[src/sv/ebrq_pkg.sv]
// Shared types, codes and helpers of the event byte ring queue.
package ebrq_pkg;

   localparam int unsigned COUNT_W  = 5;
   localparam int unsigned EVENT_W  = 96;

   localparam logic FUNC_PUSH = 1'b0;
   localparam logic FUNC_POP  = 1'b1;

   typedef struct packed {
      logic [7:0]         event_byte;
      logic               byte_valid;
      logic               last;
      logic               push_accepted;
      logic               is_full;
      logic               is_empty;
      logic [COUNT_W-1:0] event_count;
   } rsp_type;

   function automatic logic [7:0] byte_at(input logic [EVENT_W-1:0] ev,
                                          input logic [3:0] k);
      logic [EVENT_W-1:0] sh;
      sh = ev << {k, 3'b000};
      return sh[EVENT_W-1 -: 8];
   endfunction

endpackage

[src/sv/ebrq_if.sv]
// Request and response channel interfaces of the event byte ring queue.
interface ebrq_req_if;
   logic               valid;
   logic               ready;
   logic               func;
   logic [31:0]        timestamp;
   logic signed [15:0] data_word_0;
   logic signed [15:0] data_word_1;
   logic signed [15:0] data_word_2;
   logic signed [15:0] data_word_3;

   modport source (output valid, func, timestamp, data_word_0, data_word_1,
                   data_word_2, data_word_3, input ready);
   modport sink (input valid, func, timestamp, data_word_0, data_word_1,
                 data_word_2, data_word_3, output ready);
endinterface

interface ebrq_rsp_if;
   logic        valid;
   logic        ready;
   logic [7:0]  event_byte;
   logic        byte_valid;
   logic        last;
   logic        push_accepted;
   logic        is_full;
   logic        is_empty;
   logic [4:0]  event_count;

   modport source (output valid, event_byte, byte_valid, last, push_accepted,
                   is_full, is_empty, event_count, input ready);
   modport sink (input valid, event_byte, byte_valid, last, push_accepted,
                 is_full, is_empty, event_count, output ready);
endinterface

[src/sv/ebrq_ram.sv]
// Byte-wide ring memory, one write and one registered read port.
module ebrq_ram #(
   parameter int unsigned DEPTH  = 192,
   parameter int unsigned ADDR_W = 8
) (
   input  logic              clock,
   input  logic              wr_en,
   input  logic [ADDR_W-1:0] wr_addr,
   input  logic [7:0]        wr_data,
   input  logic              rd_en,
   input  logic [ADDR_W-1:0] rd_addr,
   output logic [7:0]        rd_data
);

   logic [7:0] mem [DEPTH];
   logic [7:0] rd_data_ff;

   always_ff @(posedge clock) begin
      if (wr_en) begin
         mem[wr_addr] <= wr_data;
      end
   end

   always_ff @(posedge clock) begin
      if (rd_en) begin
         rd_data_ff <= mem[rd_addr];
      end
   end

   assign rd_data = rd_data_ff;

endmodule

[src/sv/ebrq_ctrl.sv]
// Sequencer: pointers, event count, byte write and read-out pipeline.
module ebrq_ctrl #(
   parameter int unsigned EVENT_WORDS = 4,
   parameter int unsigned EVENT_SLOTS = 16,
   parameter int unsigned PTR_W       = 8
) (
   input  logic               clock,
   input  logic               reset,
   ebrq_req_if.sink           req,
   input  logic               out_free,
   output logic               ld,
   output ebrq_pkg::rsp_type  ld_data,
   output logic               wr_en,
   output logic [PTR_W-1:0]   wr_addr,
   output logic [7:0]         wr_data,
   output logic               rd_en,
   output logic [PTR_W-1:0]   rd_addr,
   input  logic [7:0]         rd_data
);

   localparam int unsigned EVENT_LEN = 4 + 2 * EVENT_WORDS;
   localparam int unsigned RING_LEN  = EVENT_SLOTS * EVENT_LEN;
   localparam int unsigned IDX_W     = $clog2(EVENT_LEN);
   localparam int unsigned CW        = ebrq_pkg::COUNT_W;

   typedef enum logic [3:0] {
      ST_IDLE = 4'b0001,
      ST_PUSH = 4'b0010,
      ST_POP  = 4'b0100,
      ST_RESP = 4'b1000
   } state_type;

   state_type                   state_ff, state_in;
   logic [CW-1:0]               count_ff, count_in;
   logic [PTR_W-1:0]            wp_ff, wp_in, rp_ff, rp_in;
   logic [IDX_W-1:0]            idx_ff, idx_in;
   logic                        iss_done_ff, iss_done_in;
   logic                        s1_valid_ff, s1_valid_in;
   logic                        s1_last_ff, s1_last_in;
   logic [ebrq_pkg::EVENT_W-1:0] ev_ff, ev_in;
   ebrq_pkg::rsp_type           resp_ff, resp_in;

   logic accept, full, empty, idx_last, s1_adv;

   assign full     = (count_ff == CW'(EVENT_SLOTS));
   assign empty    = (count_ff == '0);
   assign idx_last = (idx_ff == IDX_W'(EVENT_LEN - 1));
   assign s1_adv   = s1_valid_ff && out_free;

   assign req.ready = (state_ff == ST_IDLE);
   assign accept    = req.valid && req.ready;

   assign wr_en   = (state_ff == ST_PUSH);
   assign wr_addr = wp_ff;
   assign wr_data = ebrq_pkg::byte_at(ev_ff, 4'(idx_ff));
   assign rd_en   = (state_ff == ST_POP) && !iss_done_ff && (!s1_valid_ff || s1_adv);
   assign rd_addr = rp_ff;

   always_comb begin
      state_in    = state_ff;
      count_in    = count_ff;
      wp_in       = wp_ff;
      rp_in       = rp_ff;
      idx_in      = idx_ff;
      iss_done_in = iss_done_ff;
      s1_valid_in = s1_valid_ff;
      s1_last_in  = s1_last_ff;
      ev_in       = ev_ff;
      resp_in     = resp_ff;
      ld          = 1'b0;
      ld_data     = resp_ff;
      unique case (state_ff)
         ST_IDLE: begin
            if (accept) begin
               resp_in = '{event_byte: 8'h00, byte_valid: 1'b0, last: 1'b1,
                           push_accepted: 1'b0, is_full: full, is_empty: empty,
                           event_count: count_ff};
               idx_in      = '0;
               iss_done_in = 1'b0;
               if (req.func == ebrq_pkg::FUNC_PUSH) begin
                  if (full) begin
                     state_in = ST_RESP;
                  end else begin
                     ev_in    = {req.timestamp, req.data_word_0, req.data_word_1,
                                 req.data_word_2, req.data_word_3};
                     count_in = count_ff + CW'(1);
                     state_in = ST_PUSH;
                  end
               end else begin
                  if (empty) begin
                     state_in = ST_RESP;
                  end else begin
                     count_in = count_ff - CW'(1);
                     state_in = ST_POP;
                  end
               end
            end
         end
         ST_PUSH: begin
            wp_in  = (wp_ff == PTR_W'(RING_LEN - 1)) ? '0 : wp_ff + PTR_W'(1);
            idx_in = idx_ff + IDX_W'(1);
            if (idx_last) begin
               resp_in = '{event_byte: 8'h00, byte_valid: 1'b0, last: 1'b1,
                           push_accepted: 1'b1, is_full: full, is_empty: empty,
                           event_count: count_ff};
               state_in = ST_RESP;
            end
         end
         ST_POP: begin
            ld      = s1_adv;
            ld_data = '{event_byte: rd_data, byte_valid: 1'b1, last: s1_last_ff,
                        push_accepted: 1'b0, is_full: full, is_empty: empty,
                        event_count: count_ff};
            if (rd_en) begin
               rp_in       = (rp_ff == PTR_W'(RING_LEN - 1)) ? '0 : rp_ff + PTR_W'(1);
               idx_in      = idx_ff + IDX_W'(1);
               iss_done_in = idx_last;
               s1_valid_in = 1'b1;
               s1_last_in  = idx_last;
            end else if (s1_adv) begin
               s1_valid_in = 1'b0;
            end
            if (s1_adv && s1_last_ff) begin
               state_in = ST_IDLE;
            end
         end
         ST_RESP: begin
            ld = out_free;
            if (out_free) begin
               state_in = ST_IDLE;
            end
         end
         default: begin
            state_in = ST_IDLE;
         end
      endcase
   end

   always_ff @(posedge clock) begin
      if (reset) begin
         state_ff    <= ST_IDLE;
         count_ff    <= '0;
         wp_ff       <= '0;
         rp_ff       <= '0;
         idx_ff      <= '0;
         iss_done_ff <= 1'b0;
         s1_valid_ff <= 1'b0;
         s1_last_ff  <= 1'b0;
      end else begin
         state_ff    <= state_in;
         count_ff    <= count_in;
         wp_ff       <= wp_in;
         rp_ff       <= rp_in;
         idx_ff      <= idx_in;
         iss_done_ff <= iss_done_in;
         s1_valid_ff <= s1_valid_in;
         s1_last_ff  <= s1_last_in;
      end
   end

   always_ff @(posedge clock) begin
      ev_ff   <= ev_in;
      resp_ff <= resp_in;
   end

endmodule

[src/sv/event_byte_ring_queue_unit.sv]
// Top level of the event byte ring queue: sequencer, ring memory, output stage.
//
// req_chan carries one operation per transfer: func selects push (store the
// timestamp and the first EVENT_WORDS data words as 4 + 2*EVENT_WORDS bytes)
// or pop (read out the oldest event). rsp_chan returns the results in order.
// A push, or any dropped push or pop of an empty queue, gives one result.
// A successful pop gives one result per stored byte, the final one marked
// with last; every result carries the full and empty flags and event count.
// Throughput: a push writes its 4 + 2*EVENT_WORDS bytes to the ring memory
// one byte per cycle, then hands its result to the output register. A pop
// reads one byte per cycle through the single read port unless rsp_chan
// stalls; each byte goes via the memory read register and output register.
// Items are taken one at a time; req_chan is ready again once the previous
// item's last result sits in the output register.
// When rsp_chan stalls, the output register and the memory read register
// hold their bytes and further reads wait.
// Reset empties the queue at once; stored bytes are not cleared.
module event_byte_ring_queue_unit #(
   parameter int unsigned EVENT_WORDS = 4,
   parameter int unsigned EVENT_SLOTS = 16
) (
   input  logic        clock,
   input  logic        reset,
   ebrq_req_if.sink    req_chan,
   ebrq_rsp_if.source  rsp_chan
);

   localparam int unsigned EVENT_LEN = 4 + 2 * EVENT_WORDS;
   localparam int unsigned RING_LEN  = EVENT_SLOTS * EVENT_LEN;
   localparam int unsigned PTR_W     = $clog2(RING_LEN);

   logic              out_valid_ff, out_valid_in;
   ebrq_pkg::rsp_type out_data_ff, out_data_in;
   logic              out_free, ld;
   ebrq_pkg::rsp_type ld_data;
   logic              wr_en, rd_en;
   logic [PTR_W-1:0]  wr_addr, rd_addr;
   logic [7:0]        wr_data, rd_data;

   ebrq_ctrl #(
      .EVENT_WORDS (EVENT_WORDS),
      .EVENT_SLOTS (EVENT_SLOTS),
      .PTR_W       (PTR_W)
   ) u_ctrl (
      .clock    (clock),
      .reset    (reset),
      .req      (req_chan),
      .out_free (out_free),
      .ld       (ld),
      .ld_data  (ld_data),
      .wr_en    (wr_en),
      .wr_addr  (wr_addr),
      .wr_data  (wr_data),
      .rd_en    (rd_en),
      .rd_addr  (rd_addr),
      .rd_data  (rd_data)
   );

   ebrq_ram #(
      .DEPTH  (RING_LEN),
      .ADDR_W (PTR_W)
   ) u_ram (
      .clock   (clock),
      .wr_en   (wr_en),
      .wr_addr (wr_addr),
      .wr_data (wr_data),
      .rd_en   (rd_en),
      .rd_addr (rd_addr),
      .rd_data (rd_data)
   );

   assign out_free = !out_valid_ff || rsp_chan.ready;

   always_comb begin
      out_valid_in = out_valid_ff;
      out_data_in  = out_data_ff;
      if (ld) begin
         out_valid_in = 1'b1;
         out_data_in  = ld_data;
      end else if (rsp_chan.ready) begin
         out_valid_in = 1'b0;
      end
   end

   always_ff @(posedge clock) begin
      if (reset) begin
         out_valid_ff <= 1'b0;
      end else begin
         out_valid_ff <= out_valid_in;
      end
   end

   always_ff @(posedge clock) begin
      out_data_ff <= out_data_in;
   end

   assign rsp_chan.valid         = out_valid_ff;
   assign rsp_chan.event_byte    = out_data_ff.event_byte;
   assign rsp_chan.byte_valid    = out_data_ff.byte_valid;
   assign rsp_chan.last          = out_data_ff.last;
   assign rsp_chan.push_accepted = out_data_ff.push_accepted;
   assign rsp_chan.is_full       = out_data_ff.is_full;
   assign rsp_chan.is_empty      = out_data_ff.is_empty;
   assign rsp_chan.event_count   = out_data_ff.event_count;

endmodule

[src/flat_wrapper.sv]
// flat-port wrapper written by rule: the top's interface ports become plain ports
module event_byte_ring_queue_unit_flat 
#(
   parameter int unsigned EVENT_WORDS = 4,
   parameter int unsigned EVENT_SLOTS = 16
)
  (clock, reset, req_chan_valid, req_chan_func, req_chan_timestamp, req_chan_data_word_0, req_chan_data_word_1, req_chan_data_word_2, req_chan_data_word_3, req_chan_ready, rsp_chan_valid, rsp_chan_event_byte, rsp_chan_byte_valid, rsp_chan_last, rsp_chan_push_accepted, rsp_chan_is_full, rsp_chan_is_empty, rsp_chan_event_count, rsp_chan_ready);
  ebrq_req_if req_chan_i ();
  ebrq_rsp_if rsp_chan_i ();
  input  logic clock;
  input  logic reset;
  input wire logic [$bits(req_chan_i.valid)-1:0] req_chan_valid;
  input wire logic [$bits(req_chan_i.func)-1:0] req_chan_func;
  input wire logic [$bits(req_chan_i.timestamp)-1:0] req_chan_timestamp;
  input wire logic [$bits(req_chan_i.data_word_0)-1:0] req_chan_data_word_0;
  input wire logic [$bits(req_chan_i.data_word_1)-1:0] req_chan_data_word_1;
  input wire logic [$bits(req_chan_i.data_word_2)-1:0] req_chan_data_word_2;
  input wire logic [$bits(req_chan_i.data_word_3)-1:0] req_chan_data_word_3;
  output wire logic [$bits(req_chan_i.ready)-1:0] req_chan_ready;
  output wire logic [$bits(rsp_chan_i.valid)-1:0] rsp_chan_valid;
  output wire logic [$bits(rsp_chan_i.event_byte)-1:0] rsp_chan_event_byte;
  output wire logic [$bits(rsp_chan_i.byte_valid)-1:0] rsp_chan_byte_valid;
  output wire logic [$bits(rsp_chan_i.last)-1:0] rsp_chan_last;
  output wire logic [$bits(rsp_chan_i.push_accepted)-1:0] rsp_chan_push_accepted;
  output wire logic [$bits(rsp_chan_i.is_full)-1:0] rsp_chan_is_full;
  output wire logic [$bits(rsp_chan_i.is_empty)-1:0] rsp_chan_is_empty;
  output wire logic [$bits(rsp_chan_i.event_count)-1:0] rsp_chan_event_count;
  input wire logic [$bits(rsp_chan_i.ready)-1:0] rsp_chan_ready;
  assign req_chan_i.valid = req_chan_valid;
  assign req_chan_i.func = req_chan_func;
  assign req_chan_i.timestamp = req_chan_timestamp;
  assign req_chan_i.data_word_0 = req_chan_data_word_0;
  assign req_chan_i.data_word_1 = req_chan_data_word_1;
  assign req_chan_i.data_word_2 = req_chan_data_word_2;
  assign req_chan_i.data_word_3 = req_chan_data_word_3;
  assign req_chan_ready = req_chan_i.ready;
  assign rsp_chan_valid = rsp_chan_i.valid;
  assign rsp_chan_event_byte = rsp_chan_i.event_byte;
  assign rsp_chan_byte_valid = rsp_chan_i.byte_valid;
  assign rsp_chan_last = rsp_chan_i.last;
  assign rsp_chan_push_accepted = rsp_chan_i.push_accepted;
  assign rsp_chan_is_full = rsp_chan_i.is_full;
  assign rsp_chan_is_empty = rsp_chan_i.is_empty;
  assign rsp_chan_event_count = rsp_chan_i.event_count;
  assign rsp_chan_i.ready = rsp_chan_ready;
  event_byte_ring_queue_unit #(.EVENT_WORDS(EVENT_WORDS), .EVENT_SLOTS(EVENT_SLOTS)) u_core (.clock(clock), .reset(reset), .req_chan(req_chan_i), .rsp_chan(rsp_chan_i));
endmodule
[config.mk]
export PLATFORM = sky130hd
export DESIGN_NAME = event_byte_ring_queue_unit_flat
export DESIGN_NICKNAME = d
export VERILOG_FILES = /design/src/sv/ebrq_pkg.sv /design/src/sv/ebrq_if.sv /design/src/sv/ebrq_ram.sv /design/src/sv/ebrq_ctrl.sv /design/src/sv/event_byte_ring_queue_unit.sv /design/src/flat_wrapper.sv
export SDC_FILE = /design/constraint.sdc
export NUM_CORES = 2
export LEC_CHECK = 0
export ABC_CLOCK_PERIOD_IN_PS = 4800
export BUFFER_PORTS_ARGS = -buffer_cell sky130_fd_sc_hd__buf_2
export CAP_MARGIN = 10
export CORE_MARGIN = 5
export CORE_UTILIZATION = 56
export CTS_BUF_LIST = sky130_fd_sc_hd__clkbuf_8 sky130_fd_sc_hd__clkbuf_16
export DETAILED_ROUTE_END_ITERATION = 12
export GPL_TIMING_DRIVEN = 0
export PLACE_DENSITY = 0.83
export SYNTH_ARGS = -nofsm -noshare
export SYNTH_HDL_FRONTEND = slang
export SYNTH_HIERARCHICAL = 1
export SYNTH_SLANG_ARGS = --single-unit
[constraint.sdc]
create_clock -name clock -period 4.8 [get_ports clock]
set_input_delay 0.24 -clock clock [delete_from_list [all_inputs] [get_ports clock]]
set_output_delay 0.24 -clock clock [all_outputs]
set_load 0.01 [all_outputs]
* Yosys cells after proc, flatten, opt, wreduce, memory -nomap -nowiden
Memories as Yosys holds them, arrays and structs flattened. A register that Yosys moved wholly into a read port is not among the register bits. Index checks and enable logic that the tools add are counted. Widths: inputs -> output; s select.
Word-level totals: register bits 165, RAM bits 1536, bits of input ports 101, output and inout bits 20, word-level logic and storage cells 102, memories kept 1
Memories:
- u_core.u_ram.mem | depth 192, bits a word 8, read ports 1, clocked after Yosys merged registers in 1, wr ports 1, RTL line ebrq_ram.sv:15 | logic [7:0] mem [DEPTH];
Operators by class: add/sub/neg operators 5, equal/unequal tests 15, shift operators 1, mux-type cells 30, bitwise operators 2, reductions and logical operators 24
Operators by type and width (count):
- $shl 96x7->96 | 1
- $mux 18 | 3
- $mux 4 | 9
- $pmux 18 s2 | 1
- $add 8x1->8 const B | 2
- $eq 8x8->1 const B | 2
- $mux 8 | 2
- $pmux 4 s4 | 1
- $mux 5 | 3
- $pmux 4 s3 | 1
- $reduce_and 4->1 | 3
- $reduce_and 3->1 | 3
- $eq 4x4->1 const B | 2
- $mux 1 | 8
- $ne 2x1->1 const B | 4
- $reduce_bool 2->1 | 4
- $ne 2x2->1 const B | 3
- $add 5x1->5 const B | 1
- $eq 5x5->1 const B | 1
- $logic_and 1x1->1 | 5
- $logic_not 5->1 | 1
- $sub 5x1->5 const B | 1
- $add 4x1->4 const B | 1
- $eq 4x1->1 const B | 1
- 8 further kinds | 14

* Logic depth before layout (Yosys ltp)
depth after elaboration 7, gate-level depth with buffers 11, depth with buffers taken out 6

* Cells and area by module
Netlist, hierarchy kept.
Modules (own cells, without submodules):
- ebrq_ram | times used 1, cells each 2818, area each 60010.1 sq um, seq. area each 46364.5 sq um
- ebrq_ctrl | times used 1, cells each 392, area each 5705.5 sq um, seq. area each 3763.6 sq um
- event_byte_ring_queue_unit | times used 1, cells each 22, area each 586.8 sq um, seq. area each 560.5 sq um

* Worst setup path before layout
Ideal clock, no wire load.
path kind register -> register, start point register u_core.u_ctrl.idx_ff[0], end point memory u_core.u_ram.mem[0][0] (data pin), setup time 698 ps, data arrival time 4004 ps, data required time 4102 ps, slack 98 ps, stages on the path, launching flop included 5, path buffers 2, period minus slack after synthesis 4702 ps, path through dfxtp_1 > clkbuf_1 > clkbuf_1 > mux4_2 > a221o_1
On the way: cells in the longest elaborated chain, start to end 1
RTL lines:
- from (decl) | RTL line ebrq_ctrl.sv:36 | logic [IDX_W-1:0] idx_ff, idx_in;
- from (signal assigned) | RTL line ebrq_ctrl.sv:154 | idx_ff <= idx_in;
- $shl 96x7->96 | RTL line ebrq_pkg.sv:23 | sh = ev << {k, 3'b000};
- net u_core.wr_data[0] | RTL line event_byte_ring_queue_unit.sv:38 | logic [7:0] wr_data, rd_data;
- to (decl) | RTL line ebrq_ram.sv:15
The timed path passes the listed nets, and every way through them passes these cells.

* Final worst setup path
start point register u_core.u_ctrl.state_ff[3], end point memory u_core.u_ram.mem[72][5], enable pin
On the way: cells in the longest elaborated chain, start to end 3
RTL lines:
- from (decl) | RTL line ebrq_ctrl.sv:33 | state_type state_ff, state_in;
- from (signal assigned) | RTL line ebrq_ctrl.sv:150 | state_ff <= state_in;
- $eq 4x2->1 | RTL line ebrq_ctrl.sv:53 | assign wr_en = (state_ff == ST_PUSH);
- net u_core.wr_en | RTL line event_byte_ring_queue_unit.sv:36 | logic wr_en, rd_en;
- $mux 1 | RTL line ebrq_ram.sv:19 | if (wr_en) begin
- $mux 1 (not written as such) | RTL line ebrq_ram.sv:20 | mem[wr_addr] <= wr_data;
The timed path passes the listed nets, and every way through them passes these cells.

==> flow_summary.toml <==
[clocking]
clock_sinks = 1699
tritoncts = "yes"
cts_buffers = 160
cts-root-buf = "clkbuf_16"
worst_skew_pair.late_latency_ns = 0.79
cts_max_level = 4
cts.path.max_buffers = 3
clkTransAtPathRegs_ns = 0.08

[critical_path]
cp_num_buf_inv = 3
rr_worst_depth = 6
cp.required_ns = 5.19
crit_fanout = 12
critical_path.startpoint = "u_core/u_ctrl/state_ff[3]"
start_kind = "register"
ff2ff_setup_slack_ns = -0.19
path_delay_family = "simple AND/OR/NAND/NOR gates"
cp_slowest_cell = "nor2_1"
crit_top_cell = "clkbuf_1"
r2r_start = "u_core/u_ctrl/state_ff[3]"
crit_path_end_kind = "register"
arrival_ns = 5.37
crit_end = "u_core/u_ram/mem[72][5]"
crit_cells = 6
slowest_delay_ns = 1.34
worstSetupPathType = "reg -> reg"
r2r-end = "u_core/u_ram/mem[72][5]"
path_cells = "or4b_2 -> inv_1 -> clkbuf_1 -> clkbuf_1 -> nand3_1 -> nor2_1"

[synthesis]
synth_edf_count = 1666
async_flop_share_pct = 0
syn_nets = 3340
synth_warnings = 6
synth_area_um2 = 66300
synth-seq-area-share_pct = 76.5
avgSynthCellArea_um2 = 20.5
ys_types = 70
postSynthCellCount = 3232
synthFlopType = "edfxtp_1"
ys_ff_latch = 1699

[layout]
layout_commonest_cell = "edfxtp_1"
fin_cells = 5318
drive_gt1_share_pct = 23.1
final_nets = 3761
layout_common_cells = "edfxtp_1 (1,666), mux4_2 (381), nor2_1 (233)"
design_area_um2 = 75800
area_growth_syn_to_layout_pct = 14.3

[grt]
grtUsageTotal_pct = 30.2
grt_pass1_wl_mm = 269
grt_start_max_net_pins = 101
antenna_found_initial = 8
grt_pass1_vias = 37200
grt_overflow = 0

[placed_design]
port_buffers = 120
hpwl_mm = 115
place_area_um2 = 69600
dp_cells = 4916
dp_slack_ns = -0.0252
place_congestion = 0.986

[routing]
drt_iter0_drc = 6875
drt_wl_total_mm = 192
vias = 37500
post_drt_via_cell_ratio = 7.05
first_pass_iters = 10
antenna_left = 0
wl_per_cell_um = 36.0
route.detailed.drc = 0

[die]
die_w_um = 354
die_area_um2 = 125000
row_count = 126
start_util_pct = 56.3
io_pins = 121
core_area_um2 = 118000
die_h_um = 354

[run_status]
violations = "capacitance limit, slew limit, setup timing"
status = "finished, violations left"

[timing]
fin_worst_skew_ns = 0.0365
final_max_slew_viol_count = 9
final_hold_viol_count = 0
postLayoutSetupSlackWorst_ns = -0.187
worst_pin_slew_ns = 1.55
finalCritPeriodShare_pct = 104
min_period_ns = 4.99
fin_tns_setup_ns = -2.97
slew_headroom_pct = -3.38
rsz0062_at_grt = "yes"
max_freq_mhz = 201
finalSetupViolations = 43

[flow_run]
maxCapViolCount = 2

[worst_hold_path]
hold_path.class = "in -> reg"
worstHoldPathCells = 2

[power_and_ir_drop]
p_total_uw = 32700
powerDensity_nw_per_um2 = 431
ir_drop_mv = 0.364
leakagePower_uw = 0.0234
-- where the power goes --
part           internal, µW  leakage, µW  switching (µW)
Combinational           924      0.00554            1980
Sequential            17400       0.0153             119
Clock                  6760      0.00258            5540
Total                 25100       0.0234            7640
-- synthesized netlist by cell type, types with 14 or more instances --
master / instances / share of area, %
o21ai_0: 28 / 0.21
buf_2: 32 / 0.24
mux4_2: 381 / 13
nor3_1: 18 / 0.14
o22ai_1: 23 / 0.22
edfxtp_1: 1666 / 75
buf_6: 18 / 0.31
a21oi_1: 54 / 0.41
mux2i_1: 133 / 2.0
buf_4: 14 / 0.16
a221oi_1: 16 / 0.21
nor2b_1: 32 / 0.30
clkbuf_1: 89 / 0.50
buf_1: 16 / 0.091
a22oi_1: 50 / 0.57
nor2_1: 244 / 1.4
dfxtp_1: 33 / 1.0
o221ai_1: 31 / 0.41
nand3_1: 39 / 0.29
nand2_1: 96 / 0.54
and2_1: 15 / 0.14
nand2b_1: 15 / 0.14
-- sequential cells by signal, summed over array words and instances (netlist names), 4 cells and up --
register / cells
u_core/rsp_chan.event_count: 5
u_core/u_ctrl/ev_ff: 96
u_core/u_ctrl/wr_addr: 8
u_core/u_ctrl/idx_ff: 4
u_core/u_ctrl/state_ff: 4
u_core/u_ram/mem: 1536
u_core/u_ctrl/count_ff: 5
u_core/u_ram/rd_data: 8
u_core/rsp_chan.event_byte: 8
u_core/u_ctrl/resp_ff: 8
u_core/u_ctrl/rd_addr: 8
-- per-stage QoR --
stage | util [%] | hold WS, ns
finish | 64.3 | 0.166
global route | 64.3 | 0.164
CTS | 64.2 | 0.146
detailed placement | 59.1 | 0.414
global placement | 58.4 | 0.409
floorplan | - | 0.302
-- worst reg2reg max path: stages (launching register included) --
cell and delay, ns:
dfxtp_1 0.36, or4b_2 0.72, inv_1 0.12, clkbuf_1 0.48
clkbuf_1 0.39, nand3_1 1.20, nor2_1 1.34
-- cells by family (layout without fill, tap and decap cells) --
logic type / Yosys count / in the layout / synth area share (%)
buffers and inverters: 192 / 738 / 1.54
multiplexers: 526 / 526 / 15.2
AND/OR/NAND/NOR: 508 / 508 / 3.49
other: 0 / 4 / 0
flip-flops: 1699 / 1699 / 76.5
XOR/XNOR: 15 / 15 / 0.198
AO/OA/AOI/OAI: 285 / 285 / 3.03
adder cells (fa/ha/maj): 7 / 7 / 0.143
-- what timing repair did --
| action | 4_1_cts | 5_1_grt |
|---|---|---|
| hold buffers | 101 | 0 |
| setup endpoints to repair | 37 | 334 |
| hold endpoints to repair | 105 | 0 |
| pin swaps | 0 | 4 |
| gates resized for setup | 1 | 12 |
| buffers inserted | 0 | 5 |
-- routing by layer --
| metal | track usage, % | vias to the layer above | part of all wire, % |
|---|---|---|---|
| li1 | - | 14200 | - |
| met1 | 36.9 | 18800 | 31 |
| met2 | 47.2 | 3645 | 47 |
| met3 | 10.3 | 874 | 14 |
| met4 | 18.4 | 6 | 7.6 |
| met5 | 0 | - | 0.022 |
-- how the worst min path moves through the flow --
| stage | slack (ns) | startpoint | to |
|---|---|---|---|
| 2_1_floorplan | 0.30 | reset | u_core/rsp_chan.valid |
| 3_3_place_gp | 0.41 | u_core/u_ctrl/count_ff[4] | u_core/u_ctrl/resp_ff[4] |
| 3_5_place_dp | 0.41 | u_core/u_ctrl/count_ff[4] | u_core/u_ctrl/resp_ff[4] |
| 4_1_cts | 0.15 | req_chan_data_word_3[7] | u_core/u_ctrl/ev_ff[7] |
| 5_1_grt | 0.16 | req_chan_data_word_0[11] | u_core/u_ctrl/ev_ff[59] |
| 6_report | 0.17 | req_chan_data_word_0[11] | u_core/u_ctrl/ev_ff[59] |
-- cell type report --
cell class / instances / area [µm²]
diodes: 4 / 10.0
plain buffers: 177 / 965
clock buffers: 170 / 4210
clock inverters: 117 / 802
fillers: 7089 / 42000
inverters: 15 / 58.8
multi-input cells: 1341 / 14700
flip-flops and latches: 1699 / 50700
well taps: 1536 / 1920
repair buffers: 259 / 2400
Note: power is estimated with default switching activity, not from simulation.
